`src/rtl/bdc_pkg.sv`:
```
// ----------------------------------------------------------------------------
// bdc_pkg: shared types and constants for the banker's safety check
// Sizes, command and register codes, sequencer states and cell control.
// ----------------------------------------------------------------------------
`default_nettype none

package bdc_pkg;

   localparam int MAX_PROCESSES = 16;
   localparam int MAX_RESOURCES = 16;
   localparam int COUNT_WIDTH   = 16;
   localparam int WORK_WIDTH    = COUNT_WIDTH + 4;
   localparam int PROC_W        = $clog2(MAX_PROCESSES);
   localparam int RES_W         = $clog2(MAX_RESOURCES);
   localparam int PCNT_W        = $clog2(MAX_PROCESSES + 1);
   localparam int RCNT_W        = $clog2(MAX_RESOURCES + 1);
   localparam int CFG_W         = 5;

   // input commands
   localparam logic [1:0] CMD_LOAD_ALLOC = 2'd0;
   localparam logic [1:0] CMD_LOAD_CLAIM = 2'd1;
   localparam logic [1:0] CMD_LOAD_AVAIL = 2'd2;
   localparam logic [1:0] CMD_START      = 2'd3;

   // result kinds
   localparam logic [1:0] KIND_VERDICT  = 2'd0;
   localparam logic [1:0] KIND_ORDER    = 2'd1;
   localparam logic [1:0] KIND_DEADLOCK = 2'd2;

   // register indexes
   localparam logic [1:0] REG_PROC_COUNT = 2'd0;
   localparam logic [1:0] REG_RES_COUNT  = 2'd1;
   localparam logic [1:0] REG_MODE       = 2'd2;

   typedef enum logic [2:0] {
      ST_IDLE,
      ST_INIT_FETCH,
      ST_INIT_LOAD,
      ST_NEXT,
      ST_ROW_FETCH,
      ST_DECIDE,
      ST_VERDICT,
      ST_LIST
   } state_type;

   typedef struct packed {
      logic shift;
      logic load_work;
      logic commit;
      logic detect;
   } cell_ctl_type;

endpackage

`default_nettype wire

```
`src/rtl/bdc_cell.sv`:
```
// ----------------------------------------------------------------------------
// bdc_cell: one resource column of the check chain
// Holds a work entry and the allocation/claim of the current process row,
// passes the row data on to its neighbor, and reports whether demand fits.
// ----------------------------------------------------------------------------
`default_nettype none

module bdc_cell (
   input  wire logic                              clock,
   input  wire logic                              reset,
   input  wire bdc_pkg::cell_ctl_type             ctl,
   input  wire logic [bdc_pkg::COUNT_WIDTH-1:0]   alloc_in,
   input  wire logic [bdc_pkg::COUNT_WIDTH-1:0]   claim_in,
   input  wire logic                              act_in,
   output logic      [bdc_pkg::COUNT_WIDTH-1:0]   alloc_out,
   output logic      [bdc_pkg::COUNT_WIDTH-1:0]   claim_out,
   output logic                                   act_out,
   output logic                                   fit
);

   logic [bdc_pkg::COUNT_WIDTH-1:0] alloc_ff;
   logic [bdc_pkg::COUNT_WIDTH-1:0] claim_ff;
   logic                            act_ff;
   logic [bdc_pkg::WORK_WIDTH-1:0]  work_ff;
   logic [bdc_pkg::WORK_WIDTH-1:0]  work_in;
   logic [bdc_pkg::COUNT_WIDTH-1:0] demand;
   logic [bdc_pkg::WORK_WIDTH:0]    sum;

   // row data shifts one cell per cycle while ctl.shift is set
   always_ff @(posedge clock) begin
      if (ctl.shift) begin
         alloc_ff <= alloc_in;
         claim_ff <= claim_in;
         act_ff   <= act_in;
      end
   end

   // need is claim minus allocation, floored at zero; in detect mode it is the claim
   always_comb begin
      if (ctl.detect) begin
         demand = claim_ff;
      end else if (claim_ff > alloc_ff) begin
         demand = claim_ff - alloc_ff;
      end else begin
         demand = '0;
      end
      fit = !act_ff || ({{(bdc_pkg::WORK_WIDTH - bdc_pkg::COUNT_WIDTH){1'b0}}, demand}
                        <= work_ff);
   end

   // work entry: load or saturating add
   always_comb begin
      sum = {1'b0, work_ff}
            + {{(bdc_pkg::WORK_WIDTH + 1 - bdc_pkg::COUNT_WIDTH){1'b0}}, alloc_ff};
      work_in = work_ff;
      if (ctl.load_work) begin
         work_in = act_ff
            ? {{(bdc_pkg::WORK_WIDTH - bdc_pkg::COUNT_WIDTH){1'b0}}, alloc_ff}
            : '0;
      end else if (ctl.commit && act_ff) begin
         work_in = sum[bdc_pkg::WORK_WIDTH] ? '1 : sum[bdc_pkg::WORK_WIDTH-1:0];
      end
   end

   always_ff @(posedge clock) begin
      if (reset) begin
         work_ff <= '0;
      end else begin
         work_ff <= work_in;
      end
   end

   assign alloc_out = alloc_ff;
   assign claim_out = claim_ff;
   assign act_out   = act_ff;

endmodule

`default_nettype wire

```
`config.mk`:
```
export PLATFORM = sky130hd
export DESIGN_NAME = bdc_cell
export DESIGN_NICKNAME = d
export VERILOG_FILES = /design/src/rtl/bdc_pkg.sv /design/src/rtl/bdc_cell.sv
export SDC_FILE = /design/constraint.sdc
export NUM_CORES = 1
export LEC_CHECK = 0
export BUFFER_PORTS_ARGS = -buffer_cell sky130_fd_sc_hd__buf_2
export CAP_MARGIN = 20
export CORE_ASPECT_RATIO = 0.8
export CORE_MARGIN = 2
export CORE_UTILIZATION = 55
export CTS_CLUSTER_SIZE = 14
export DETAILED_ROUTE_END_ITERATION = 10
export PLACE_DENSITY = 0.78
export SETUP_SLACK_MARGIN = 0.02
export SLEW_MARGIN = 20
export SYNTH_ARGS = -nofsm -noshare
export SYNTH_HDL_FRONTEND = slang
export SYNTH_SLANG_ARGS = --single-unit
```
`constraint.sdc`:
```
create_clock -name clock -period 8.5 [get_ports clock]
set_input_delay 0.425 -clock clock [delete_from_list [all_inputs] [get_ports clock]]
set_output_delay 0.425 -clock clock [all_outputs]
set_load 0.005 [all_outputs]
```
# After elaboration in Yosys (flattened, before gate mapping)

Cells that the tools add are included.

Register bits: 53
Bits of input ports: 39
Output and inout bits: 34
Logic and storage cells: 18

$add $sub $neg: 2
Order comparisons: 2
Mux-type cells: 6
Reductions and logical operators: 4

Operators with widths:

| kind                                                        | count |
|---|---|
| 20-bit two-way mux                                          | 3 |
| 16-bit two-way mux                                          | 3 |
| 20-bit by 16-bit adder with 21-bit output                   | 1 |
| 16-bit by 20-bit less-or-equal comparator with 1-bit output | 1 |
| 16-bit greater-than comparator                              | 1 |
| 16-bit subtractor                                           | 1 |
| 2-bit nonzero test                                          | 1 |
| 1-bit logical AND                                           | 1 |
| 1-bit logical NOT                                           | 1 |
| 1-bit logical OR                                            | 1 |

# Depth between registers and ports, before layout

Gate-level depths: netlist (run 1).

Word-level depth: 5
Depth in mapped cells: 19
Gate-level depth less buffers: 18

# Least setup slack after synthesis (run 1)

OpenSTA, ideal clock, no wires.

Path type: register -> output
Start: reg claim_ff, in the netlist claim_out[0]
End: out fit
Data arrival time: 3.502 ns
Required time: 8.075 ns
Slack: 4.573 ns
Stages on the path, launching flop included: 19
Path buffers: 1
Path through: edfxtp_1 > inv_1 > ha_1 > inv_1 > fa_1 > a21o_1 > a21oi_2 > o21ai_2 > a221o_1 > a21oi_2 > nor3_2 > buf_6 > a22o_1 > ha_1 > nand4_1 > or4_1 > nand3_1 > a21oi_1 > o21ai_0

Word-level cells in the longest chain between the ends: 5
Elaborated cells between the ends (all ways): 6
Classes of those cells: add/sub (1); order compare (2); mux (2); reduce/logical (1)

Ends and longest elaborated chain:

| what                                                                | RTL line                       | RTL |
|---|---|---|
| from (decl)                                                         | bdc_cell.sv:22                 | `logic [bdc_pkg::COUNT_WIDTH-1:0] claim_ff;` |
| from (signal assigned)                                              | bdc_cell.sv:33                 | `claim_ff <= claim_in;` |
| 16-bit subtractor or 16-bit greater-than comparator (tied branches) | bdc_cell.sv:43, bdc_cell.sv:42 |  |
| 16-bit two-way mux                                                  | bdc_cell.sv:42                 | `end else if (claim_ff > alloc_ff) begin` |
| 16-bit two-way mux (*)                                              | bdc_cell.sv:40                 | `if (ctl.detect) begin` |
| 16-bit by 20-bit less-or-equal comparator with 1-bit output (*)     | bdc_cell.sv:48                 | `<= work_ff);` |
| 1-bit logical OR (*)                                                | bdc_cell.sv:47                 | `fit = !act_ff \|\| ({{(bdc_pkg::WORK_WIDTH - bdc_pkg::COUNT_WIDTH){1'b0}}, demand}` |
| to (decl)                                                           | bdc_cell.sv:18                 | `output logic fit` |

Every way passes the cells marked *; elsewhere a longest branch is shown, timed or not.

# Worst setup path in the final report (run 1)

Start: reg alloc_ff, in the netlist alloc_out[0]
End: out fit

Word-level cells in the longest chain between the ends: 5
Elaborated cells between the ends (all ways): 6
Classes of those cells: add/sub (1); order compare (2); mux (2); reduce/logical (1)

Ends and longest elaborated chain:

| what                                                                | RTL line                       | RTL |
|---|---|---|
| from (decl)                                                         | bdc_cell.sv:21                 | `logic [bdc_pkg::COUNT_WIDTH-1:0] alloc_ff;` |
| from (signal assigned)                                              | bdc_cell.sv:32                 | `alloc_ff <= alloc_in;` |
| 16-bit subtractor or 16-bit greater-than comparator (tied branches) | bdc_cell.sv:43, bdc_cell.sv:42 |  |
| 16-bit two-way mux (*)                                              | bdc_cell.sv:42                 |  |
| 16-bit two-way mux (*)                                              | bdc_cell.sv:40                 |  |
| 16-bit by 20-bit less-or-equal comparator with 1-bit output (*)     | bdc_cell.sv:48                 |  |
| 1-bit logical OR (*)                                                | bdc_cell.sv:47                 |  |

Marked as above.

==> reports/metrics.csv, run 1 <==
metric;value;unit
post-cts gate resize count;0;
CP Cell Sequence;ha_1 -> inv_1 -> fa_1 -> a21o_1 -> a21oi_2 -> o21ai_2 -> a221o_1 -> a21oi_2 -> nor3_2 -> a22o_1 -> ha_1 -> a21o_1 -> a21o_1 -> a21oi_1 -> o311ai_0 -> o21ai_0 -> buf_2;
Critical Path Most Common Cell;a21o_1;
GRT Total Usage;0.2537;
RSZ-0062 raised after global routing;no;
P_int;0.0004790;W
CTS tree;built;
Die Area;7954;µm²
first-pass GRT wire length;16.17;mm
reg2reg start;alloc_out[0];
insertion delay to the later sink of the worst-skew pair;0.31;ns
Pre-Repair DR Iteration Count;4;
CTS buffer count;5;
core footprint;6959;µm²
Max rail drop VDD;0.09687;mV
DR DRC count;0;
Clock Power Share;0.201;
crit path launch type;register;
GRT Residual Overflow;0;
final period utilization;0.5615;
initial antenna violation count;0;
Post-synth EDFFs;33;
vias in the first global route;3480;
Boundary Pins;73;
Placer Congestion;0.9582;
top_reg_cell synth;edfxtp_1;
clock skew;0.007183;ns
CP peak stage delay;0.76;ns
post-synthesis cell count;427;
post-CTS setup buffer count;0;
Final Slew Violations;0;
Max Clock Freq;209.5;MHz
Final Setup Violations;0;
H-tree depth;2;
vias post-DR;3566;
DP Wirelength;7.705;mm
P_leak;2.021;nW
Hold Startpoint;act_in;
DRT iter0 DRCs;180;
largest net degree at the start of global routing;34;
final hold violations;0;
hold slack;0.2765;ns
combinational power share;0.379;
CTS Hold Buffers Added;0;
pwr dens;166.5;nW/µm²
Initial Utilization;0.5732;
Yosys reg bits;53;
Crit path max-delay family;compound AO/OA/AOI/OAI gates;
area of the multi-input gates;2402;µm²
CP startpoint;alloc_out[0];
Hold Crit Class;primary input to register;
row cnt;27;
wire length per cell;17.25;µm
status;complete, no violations;
Final ANT Viol Nets;0;
Seq/Total Area, Yosys;0.3488;
clk sink count;53;
synth-to-layout area growth;12.67;%
NetSw;0.0002692;W
# fillers;564;
Crit path required time;8.08;ns
register share of total power;0.420;
worst path bufs/invs;2;
clock-pin slew on the worst setup and hold paths;0.10;ns
Syn Std Cell Area;3989;µm²
kind of critical path;register to primary output;
via-per-instance ratio;6.117;
max_cap viols;0;
CTS Root Cell;clkbuf_8;
Critical Path AT;4.35;ns
crit-path max FO;15;
Die Width;99.21;µm
antenna diode count;0;
DIE HEIGHT;80.17;µm
port bufs;72;
switching part of the total;0.3598;
share of cells above drive strength 1;0.1794;
Critical Path End Type;primary output;
Routed Wire Length;10.06;mm
fin crit period;4.773;ns
syn_nets;516;
Final #Nets;584;
async set or reset register ratio after synthesis;0;
clk buf depth;2;
register area;1391;µm²
Syn. warnings;0;
syn avg cell area;9.342;µm²
Relative slew margins;0.3386;
worst slew pin tran;0.9868;ns
CP max-delay cell;nor3_2;
setup_tns;0;ns
post-synthesis cell type count;56;
[layer usage]
layer | vias to the layer above | track usage | wire length, µm
li1 | 1740 | - | -
met1 | 1711 | 0.3286 | 4580
met2 | 105 | 0.4412 | 4731
met3 | 10 | 0.04265 | 646
met4 | 0 | 0.06712 | 99
met5 | - | 0 | 0
[flip-flops by register name, indices dropped and copies added (netlist names)]
signal / count
act_out: 1
alloc_out: 16
claim_out: 16
work_ff: 20
[kinds of logic after synthesis]
logic type / Yosys count / share of synthesized area
flops: 53 / 0.3488
compound gates: 158 / 0.2701
mux: 1 / 0.002510
simple gates: 90 / 0.1120
xor+xnor: 26 / 0.05709
buf+inv: 49 / 0.04894
fa+ha+maj: 50 / 0.1606
[cell usage in the layout (no fill, tap or decap), drive strengths merged, types with 3 or more instances in the layout]
cell    count
a22o       14
nor2b       4
nand2      23
o21a        4
a31oi       5
a21oi      55
a221oi      3
buf        72
nand4      10
edfxtp     33
a21o       19
nor2       21
ha         48
clkbuf      5
xnor2      13
dfxtp      20
inv        40
a211oi     22
or2         3
xor2       13
o21ai      13
nor3       10
nand3       4
nand2b      3
o21bai      5
and2        5
[final cells by class]
class,instances,area share
clock buffers,5,0.01531
flip-flops and latches,53,0.3096
repair buffers,72,0.08018
clock inverters,3,0.004454
well taps,87,0.02422
inverters,38,0.03174
multi-input cells,325,0.5345
[Yosys cell counts (all sizes together) (2+ instances only)]
| library cell | number | share of area |
|---|---|---|
| edfxtp | 33 | 0.25 |
| a22o | 14 | 0.031 |
| nand2b | 3 | 0.0047 |
| and3 | 2 | 0.0031 |
| ha | 48 | 0.15 |
| o21ai | 13 | 0.017 |
| o311ai | 2 | 0.0044 |
| a211oi | 22 | 0.041 |
| a31oi | 5 | 0.0078 |
| buf | 4 | 0.0066 |
| o21a | 4 | 0.0075 |
| a21oi | 55 | 0.071 |
| dfxtp | 20 | 0.10 |
| o31a | 2 | 0.0044 |
| o211ai | 2 | 0.0038 |
| xnor2 | 13 | 0.029 |
| nor4 | 2 | 0.0031 |
| fa | 2 | 0.010 |
| a221oi | 3 | 0.0082 |
| nand4 | 10 | 0.016 |
| xor2 | 13 | 0.029 |
| a211o | 2 | 0.0044 |
| o21bai | 5 | 0.0094 |
| a22oi | 2 | 0.0038 |
| nand3 | 4 | 0.0050 |
| clkbuf | 7 | 0.0066 |
| nor3 | 10 | 0.014 |
| nand2 | 23 | 0.022 |
| nor2b | 4 | 0.0063 |
| nor2 | 21 | 0.020 |
| or2 | 3 | 0.0047 |
| and2 | 5 | 0.0078 |
| a21o | 19 | 0.036 |
| inv | 38 | 0.036 |
[final timing paths]
kind,to,slack (ns),cells after the start
worst max-delay path,fit,3.73,17
worst min-delay path,act_out,0.28,1
worst max register to register,work_ff[7],4.98,9
worst min register to register,work_ff[6],0.51,2
[per-stage QoR]
stage	setup slack, ns	util	total power [W]	instance area (µm²)	std cells
finish	3.727	0.6458	0.0007482	4494	583
global route	3.336	0.6458	0.0007996	4494	583
CTS	3.713	0.6458	0.0007490	4494	583
detailed placement	4.083	0.6330	0.0005981	4405	575
global placement	4.249	0.6330	0.0005880	4405	575
floorplan	4.573	-	0.0005227	3989	427
[power groups by stage]
stage | logic [W] | registers (W) | clock network [W]
after global placement | 0.000269 | 0.000319 | 0
after CTS | 0.000281 | 0.000314 | 0.000155
after global routing | 0.000319 | 0.000317 | 0.000164
final | 0.000283 | 0.000314 | 0.000151
after floorplan | 0.000207 | 0.000316 | 0
after detailed placement | 0.000278 | 0.000320 | 0
Power figures use the tool's default switching activity.
==> run 2: changes to the inputs <==
CORE_UTILIZATION = 51   (was 55)
PLACE_DENSITY = 0.76   (was 0.78)
clock period = 4.25 ns   (was 8.5 ns; I/O delays follow)
==> run 2 against run 1 <==
  * The flow now finishes with violations (setup timing)
  * First-iteration DRC count down 10%
  * Non-clock buffer count grew 13
  * Clock-buffer cell count increased by 2
  * Total power grew 100%
  * Flip-flop and latch count unchanged
  * Largest cell class unchanged
  * Combinational power up 110%
  * Critical path depth increased by 2
  * Final cell count increased by 5.3%
  * Utilization fell by 2.4 points
==> reports/metrics.csv, run 2 (synthesis gave the netlist of run 1 again) <==
metric;value;unit;change
status;finished, violations left;;was complete, no violations
highest-count cells in the layout ignoring fill and taps;buf_2 (72), a21oi_1 (53), ha_1 (46);;was buf_2 (72), a21oi_1 (53), ha_1 (48)
initial antenna violation count;0;;unchanged
CTS Hold Buffers Added;0;;unchanged
H-tree depth;2;;unchanged
clock-pin slew on the worst setup and hold paths;0.10;ns;about the same
Relative slew margins;0.3983;;was 0.3386
Power Total;0.001524;W;was 0.0007482 W
Critical Path End Type;primary output;;unchanged
CP Cell Sequence;inv_2 -> ha_4 -> inv_2 -> fa_2 -> a21o_1 -> a21oi_4 -> o21ai_2 -> a221o_1 -> a21oi_2 -> nor3_4 -> buf_6 -> a22o_1 -> ha_1 -> nand4_1 -> or4_1 -> nand3_1 -> a21oi_1 -> o21ai_1 -> buf_2;;was ha_1 -> inv_1 -> fa_1 -> a21o_1 -> a21oi_2 -> o21ai_2 -> a221o_1 -> a21oi_2 -> nor3_2 -> a22o_1 -> ha_1 -> a21o_1 -> a21o_1 -> a21oi_1 -> o311ai_0 -> o21ai_0 -> buf_2
CTS buffer count;5;;unchanged
Final Setup Violations;1;;was 0
clk sink count;53;;unchanged
RSZ-0062 raised after global routing;yes;;was no
setup_tns;-0.1144;ns;was 0 ns
synth-to-layout area growth;16.84;%;was 12.67%
GRT Total Usage;0.2436;;was 0.2537
CP max-delay cell;or4_1;;was nor3_2
combinational power share;0.397;;was 0.379
port bufs;72;;unchanged
share of cells above drive strength 1;0.2083;;was 0.1794
CTS Root Cell;clkbuf_8;;unchanged
placed cell count;600;;was 575
clk buf depth;2;;unchanged
Pre-Repair DR Iteration Count;5;;was 4
Final Slew Violations;0;;unchanged
DRT iter0 DRCs;162;;was 180
Final #Nets;597;;was 584
final period utilization;1.027;;
Place WS;0.09765;ns;was 4.083 ns
Boundary Pins;73;;unchanged
pwr dens;327.0;nW/µm²;was 166.5 nW/µm²
Placed Area;4481;µm²;was 4405 µm²
P_leak;2.074;nW;was 2.021 nW
insertion delay to the later sink of the worst-skew pair;0.31;ns;about the same
crit path launch type;register;;unchanged
Clock Power Share;0.192;;was 0.201
violated checks;setup timing;;
Hold Crit Class;primary input to register;;unchanged
Setup WS post-layout;-0.1144;ns;was 3.727 ns
antenna diode count;0;;unchanged
Biggest register;work_ff;;unchanged
NetSw;0.0005454;W;was 0.0002692 W
CP startpoint;claim_out[0];;was alloc_out[0]
worst slew pin tran;0.8900;ns;was 0.9868 ns
core footprint;7497;µm²;was 6959 µm²
reg2reg start;alloc_out[0];;unchanged
Crit path required time;4.04;ns;was 8.08 ns
vias in the first global route;3537;;was 3480
wire length per cell;17.01;µm;was 17.25 µm
via-per-instance ratio;6.013;;was 6.117
Final ANT Viol Nets;0;;unchanged
kind of critical path;register to primary output;;unchanged
max_cap viols;0;;unchanged
DR DRC count;0;;unchanged
CTS tree;built;;unchanged
Max rail drop VDD;0.1736;mV;was 0.09687 mV
max reg flops;20;;unchanged
first-pass GRT wire length;16.72;mm;was 16.17 mm
crit-path max FO;8;;was 15
DIE HEIGHT;83.10;µm;was 80.17 µm
Die Area;8549;µm²;was 7954 µm²
Non-Filler Instances;614;;was 583
CP peak stage delay;0.48;ns;was 0.76 ns
fin crit period;4.364;ns;
register share of total power;0.411;;was 0.420
Initial Utilization;0.5320;;was 0.5732
DP Wirelength;7.767;mm;was 7.705 mm
Die Width;102.9;µm;was 99.21 µm
clock skew;0.01068;ns;was 0.007183 ns
Placer Congestion;0.8813;;was 0.9582
Max Clock Freq;229.1;MHz;
final hold violations;0;;unchanged
P_int;0.0009789;W;was 0.0004790 W
Critical Path AT;4.15;ns;was 4.35 ns
Design Area, Final;4661;µm²;was 4494 µm²
Hold Startpoint;claim_in[0];;was act_in
largest net degree at the start of global routing;34;;unchanged
Critical Path Most Common Cell;inv_2;;was a21o_1
vias post-DR;3692;;was 3566
switching part of the total;0.3578;;was 0.3598
GRT Residual Overflow;0;;unchanged
row cnt;28;;was 27
Routed Wire Length;10.44;mm;was 10.06 mm
commonest non-fill, non-tap cell in the layout;buf_2;;unchanged
run 2: cell types whose count changed in the layout (fill, tap and decap cells not counted), moves of 2 or more:
cell and change:
clkbuf_1 +2, inv_2 +2, ha_4 +2, inv_1 -2
buf_4 +12, ha_1 -2
run 2: worst max-delay path, delay by kind of cell, from the launching register on:
| kind | cells | cell delay, ns |
|---|---|---|
| and+or+nand+nor | 4 | 0.81 |
| DFF | 1 | 0.44 |
| buffers and inverters | 4 | 0.45 |
| AOI/OAI and AO/OA | 8 | 1.34 |
| adders and majority gates | 3 | 0.78 |
run 2: worst paths after layout:
| kind | end | slack (ns) | depth (start not counted) |
|---|---|---|---|
| max | fit | -0.11 | 19 |
| min reg2reg | work_ff[6] | 0.53 | 2 |
| min | claim_out[0] | 0.07 | 1 |
| max reg2reg | work_ff[5] | 1.27 | 10 |
run 2: layout make-up:
| class | count | area, µm² |
|---|---|---|
| multi-input combinational | 325 | 2450 |
| fill | 625 | 2836 |
| tap | 105 | 131.4 |
| sequential | 53 | 1391 |
| clock inverter | 1 | 7.507 |
| timing repair buffer | 85 | 461.7 |
| clock buffer | 7 | 76.32 |
| inverter | 38 | 142.6 |
run 2: layer usage:
layer | up-vias | routed length (µm) | global-route usage
li1 | 1774 | - | -
met1 | 1745 | 4712 | 0.3363
met2 | 156 | 4789 | 0.3993
met3 | 17 | 752 | 0.04125
met4 | 0 | 189 | 0.05383
met5 | - | 0 | 0
run 2: power groups by stage:
stage | combinational [W] | clock, W | sequential (W)
finish | 0.000606 | 0.000293 | 0.000626
global placement | 0.000548 | 0 | 0.000634
global route | 0.000671 | 0.000321 | 0.000631
detailed placement | 0.000564 | 0 | 0.000637
CTS | 0.000586 | 0.000298 | 0.000625
floorplan | 0.000414 | 0 | 0.000632
run 2: repair_timing:
item,4_1_cts,5_1_grt
pin swaps,5,4
resized for setup,6,6
gates cloned,0,0
endpoints found under the setup margin,1,1
buffers inserted,5,1
run 2: per-stage QoR:
| stage | hold slack [ns] | util |
|---|---|---|
| floorplan | 0.3114 | - |
| global placement | 0.3894 | 0.5976 |
| detailed placement | 0.3906 | 0.5976 |
| CTS | 0.06136 | 0.6165 |
| global route | 0.05205 | 0.6217 |
| finish | 0.06690 | 0.6217 |
==> run 3: changes to the inputs <==
CTS_CLUSTER_SIZE = 28   (was 14)
REMOVE_ABC_BUFFERS = 1   (was unset)
==> run 3 against run 2 <==
  * The run still ends with setup timing left
  * Sequential share of layout area shrank 0.16 points
  * Cell area increased by 0.54%
  * Sequential power about the same
  * Die area stayed put
  * Fmax shrank 2.3%
  * Non-clock buffer count rose by 3
  * Final cell count increased by 0.65%
  * Largest cell class unchanged
==> reports/metrics.csv, run 3 (synthesis gave the netlist of run 1 again) <==
metric;value;unit;change
status;finished, violations left;;unchanged
violated checks;setup timing;;unchanged
Power Total;0.001555;W;was 0.001524 W
Placed Area;4488;µm²;was 4481 µm²
CTS Hold Buffers Added;0;;unchanged
hold path endpoint;claim_out[7];;was claim_out[0]
Relative slew margins;0.4522;;was 0.3983
clock-pin slew on the worst setup and hold paths;0.11;ns;was 0.10 ns
via-per-instance ratio;5.924;;was 6.013
insertion delay to the later sink of the worst-skew pair;0.34;ns;was 0.31 ns
Boundary Pins;73;;unchanged
CTS Root Cell;clkbuf_8;;unchanged
Die Area;8549;µm²;unchanged
kind of critical path;register to primary output;;unchanged
fin crit period;4.469;ns;was 4.364 ns
Final #Nets;601;;was 597
Routed Wire Length;10.81;mm;was 10.44 mm
RSZ-0062 raised after global routing;yes;;unchanged
crit-path max FO;6;;was 8
final hold violations;0;;unchanged
Biggest register;work_ff;;unchanged
pwr dens;331.8;nW/µm²;was 327.0 nW/µm²
Die Width;102.9;µm;unchanged
DRT iter0 DRCs;210;;was 162
final period utilization;1.052;;was 1.027
crit path launch type;register;;unchanged
initial antenna violation count;0;;unchanged
row cnt;28;;unchanged
vias post-DR;3661;;was 3692
share of cells above drive strength 1;0.2164;;was 0.2083
GR Util met2;0.4017;;was 0.3993
Max rail drop VDD;0.1792;mV;was 0.1736 mV
max_cap viols;0;;unchanged
setup_tns;-0.2191;ns;was -0.1144 ns
clk buf depth;2;;unchanged
Critical Path AT;4.26;ns;was 4.15 ns
commonest non-fill, non-tap cell in the layout;buf_2;;unchanged
Placer Congestion;0.9025;;was 0.8813
highest-count cells in the layout ignoring fill and taps;buf_2 (72), a21oi_1 (53), ha_1 (47);;was buf_2 (72), a21oi_1 (53), ha_1 (46)
Design Area, Final;4686;µm²;was 4661 µm²
CTS buffer count;5;;unchanged
core footprint;7497;µm²;unchanged
Final ANT Viol Nets;0;;unchanged
Crit path required time;4.04;ns;about the same
Pre-Repair DR Iteration Count;7;;was 5
antenna diode count;0;;unchanged
Place WS;0.1242;ns;was 0.09765 ns
# fillers;653;;was 625
grt met3 use;0.05387;;was 0.04125
CTS tree;built;;unchanged
GRT Residual Overflow;0;;unchanged
Max Clock Freq;223.8;MHz;was 229.1 MHz
DR DRC count;0;;unchanged
wire length per cell;17.50;µm;was 17.01 µm
GRT Total Usage;0.2636;;was 0.2436
Final Slew Violations;0;;unchanged
WHS Path Cells;1;;unchanged
clock skew;0.01102;ns;was 0.01068 ns
DP Wirelength;7.879;mm;was 7.767 mm
met1 GRT Util;0.3747;;was 0.3363
Hold Startpoint;claim_in[7];;was claim_in[0]
synth-to-layout area growth;17.47;%;was 16.84%
first-pass GRT wire length;17.77;mm;was 16.72 mm
DIE HEIGHT;83.10;µm;unchanged
r2r setup slk;1.27;ns;about the same
largest net degree at the start of global routing;34;;unchanged
port bufs;72;;unchanged
max reg flops;20;;unchanged
Final Setup Violations;1;;unchanged
vias in the first global route;3689;;was 3537
busiest grt layer;met2;;unchanged
Hold Crit Class;primary input to register;;unchanged
Reg-to-Reg End;work_ff[7];;was work_ff[5]
H-tree depth;2;;unchanged
worst slew pin tran;0.8187;ns;was 0.8900 ns
clk sink count;53;;unchanged
Worst Reg-to-Reg Cells;9;;was 10
Setup WS post-layout;-0.2191;ns;was -0.1144 ns
Critical Path End Type;primary output;;unchanged
reg2reg start;alloc_out[0];;unchanged
Initial Utilization;0.5320;;unchanged
P_leak;2.100;nW;was 2.074 nW
-- run 3: changes by cell type in the layout (fill, tap and decap cells not counted), sizes merged --
cell,before,now
buf,85,88
clkbuf,7,5
clkinv,0,3
clkinvlp,1,0
nor3,10,11
-- run 3: per-layer routing --
metal	share of wire	routed length (µm)
met5	0	0
met2	0.45	4844
met3	0.072	782
met1	0.46	4932
met4	0.024	255
-- run 3: how the worst max path moves through the flow --
stage,startpoint,endpoint,depth (start not counted)
CTS,claim_out[0],fit,19
detailed placement,alloc_out[0],fit,17
floorplan,claim_out[0],fit,17
global placement,alloc_out[0],fit,17
global route,claim_out[0],fit,19
finish,claim_out[0],fit,19
-- run 3: metrics by stage --
step	util	cells	hold WS (ns)
floorplan	-	416	0.2816
global route	0.6250	618	0.03216
detailed placement	0.5986	601	0.3906
finish	0.6250	618	0.04105
global placement	0.5986	601	0.3887
CTS	0.6250	618	0.03668
-- run 3: repair_timing --
item                       in CTS  in global routing
cloned                          1                  0
setup endpoints to repair       1                  1
setup buffers                   8                  0
resized for setup               9                  1
pin swaps                      12                  3
-- run 3: cell type report --
class | count | area, µm² | share of cell area
clock buffers | 5 | 68.82 | 0.01469
clock inverters | 3 | 22.52 | 0.004806
inverters | 38 | 142.6 | 0.03044
multi-input cells | 326 | 2445 | 0.5218
flip-flops and latches | 53 | 1391 | 0.2969
well taps | 105 | 131.4 | 0.02804
repair buffers | 88 | 484.2 | 0.1033
-- run 3: critical path, stage by stage, from the launching register on --
cell and delay (ns):
edfxtp_1 0.44, inv_2 0.09, ha_2 0.19, inv_2 0.04, fa_2 0.36, a21o_1 0.20, a21oi_4 0.16, o21ai_2 0.09
a221o_1 0.35, a21oi_4 0.20, nor3_4 0.09, buf_6 0.15, a22o_1 0.19, ha_1 0.31, nand4_1 0.11, or4_1 0.55
nand3_1 0.11, a21oi_1 0.05, o21ai_1 0.10, buf_2 0.14
-- run 3: report_power, final --
part | leakage [nW] | internal (W) | switching (W)
sequential | 0.487 | 0.000589 | 0.0000372
combinational | 1.56 | 0.000278 | 0.000343
clock | 0.0481 | 0.000117 | 0.000189
total | 2.10 | 0.000985 | 0.000570
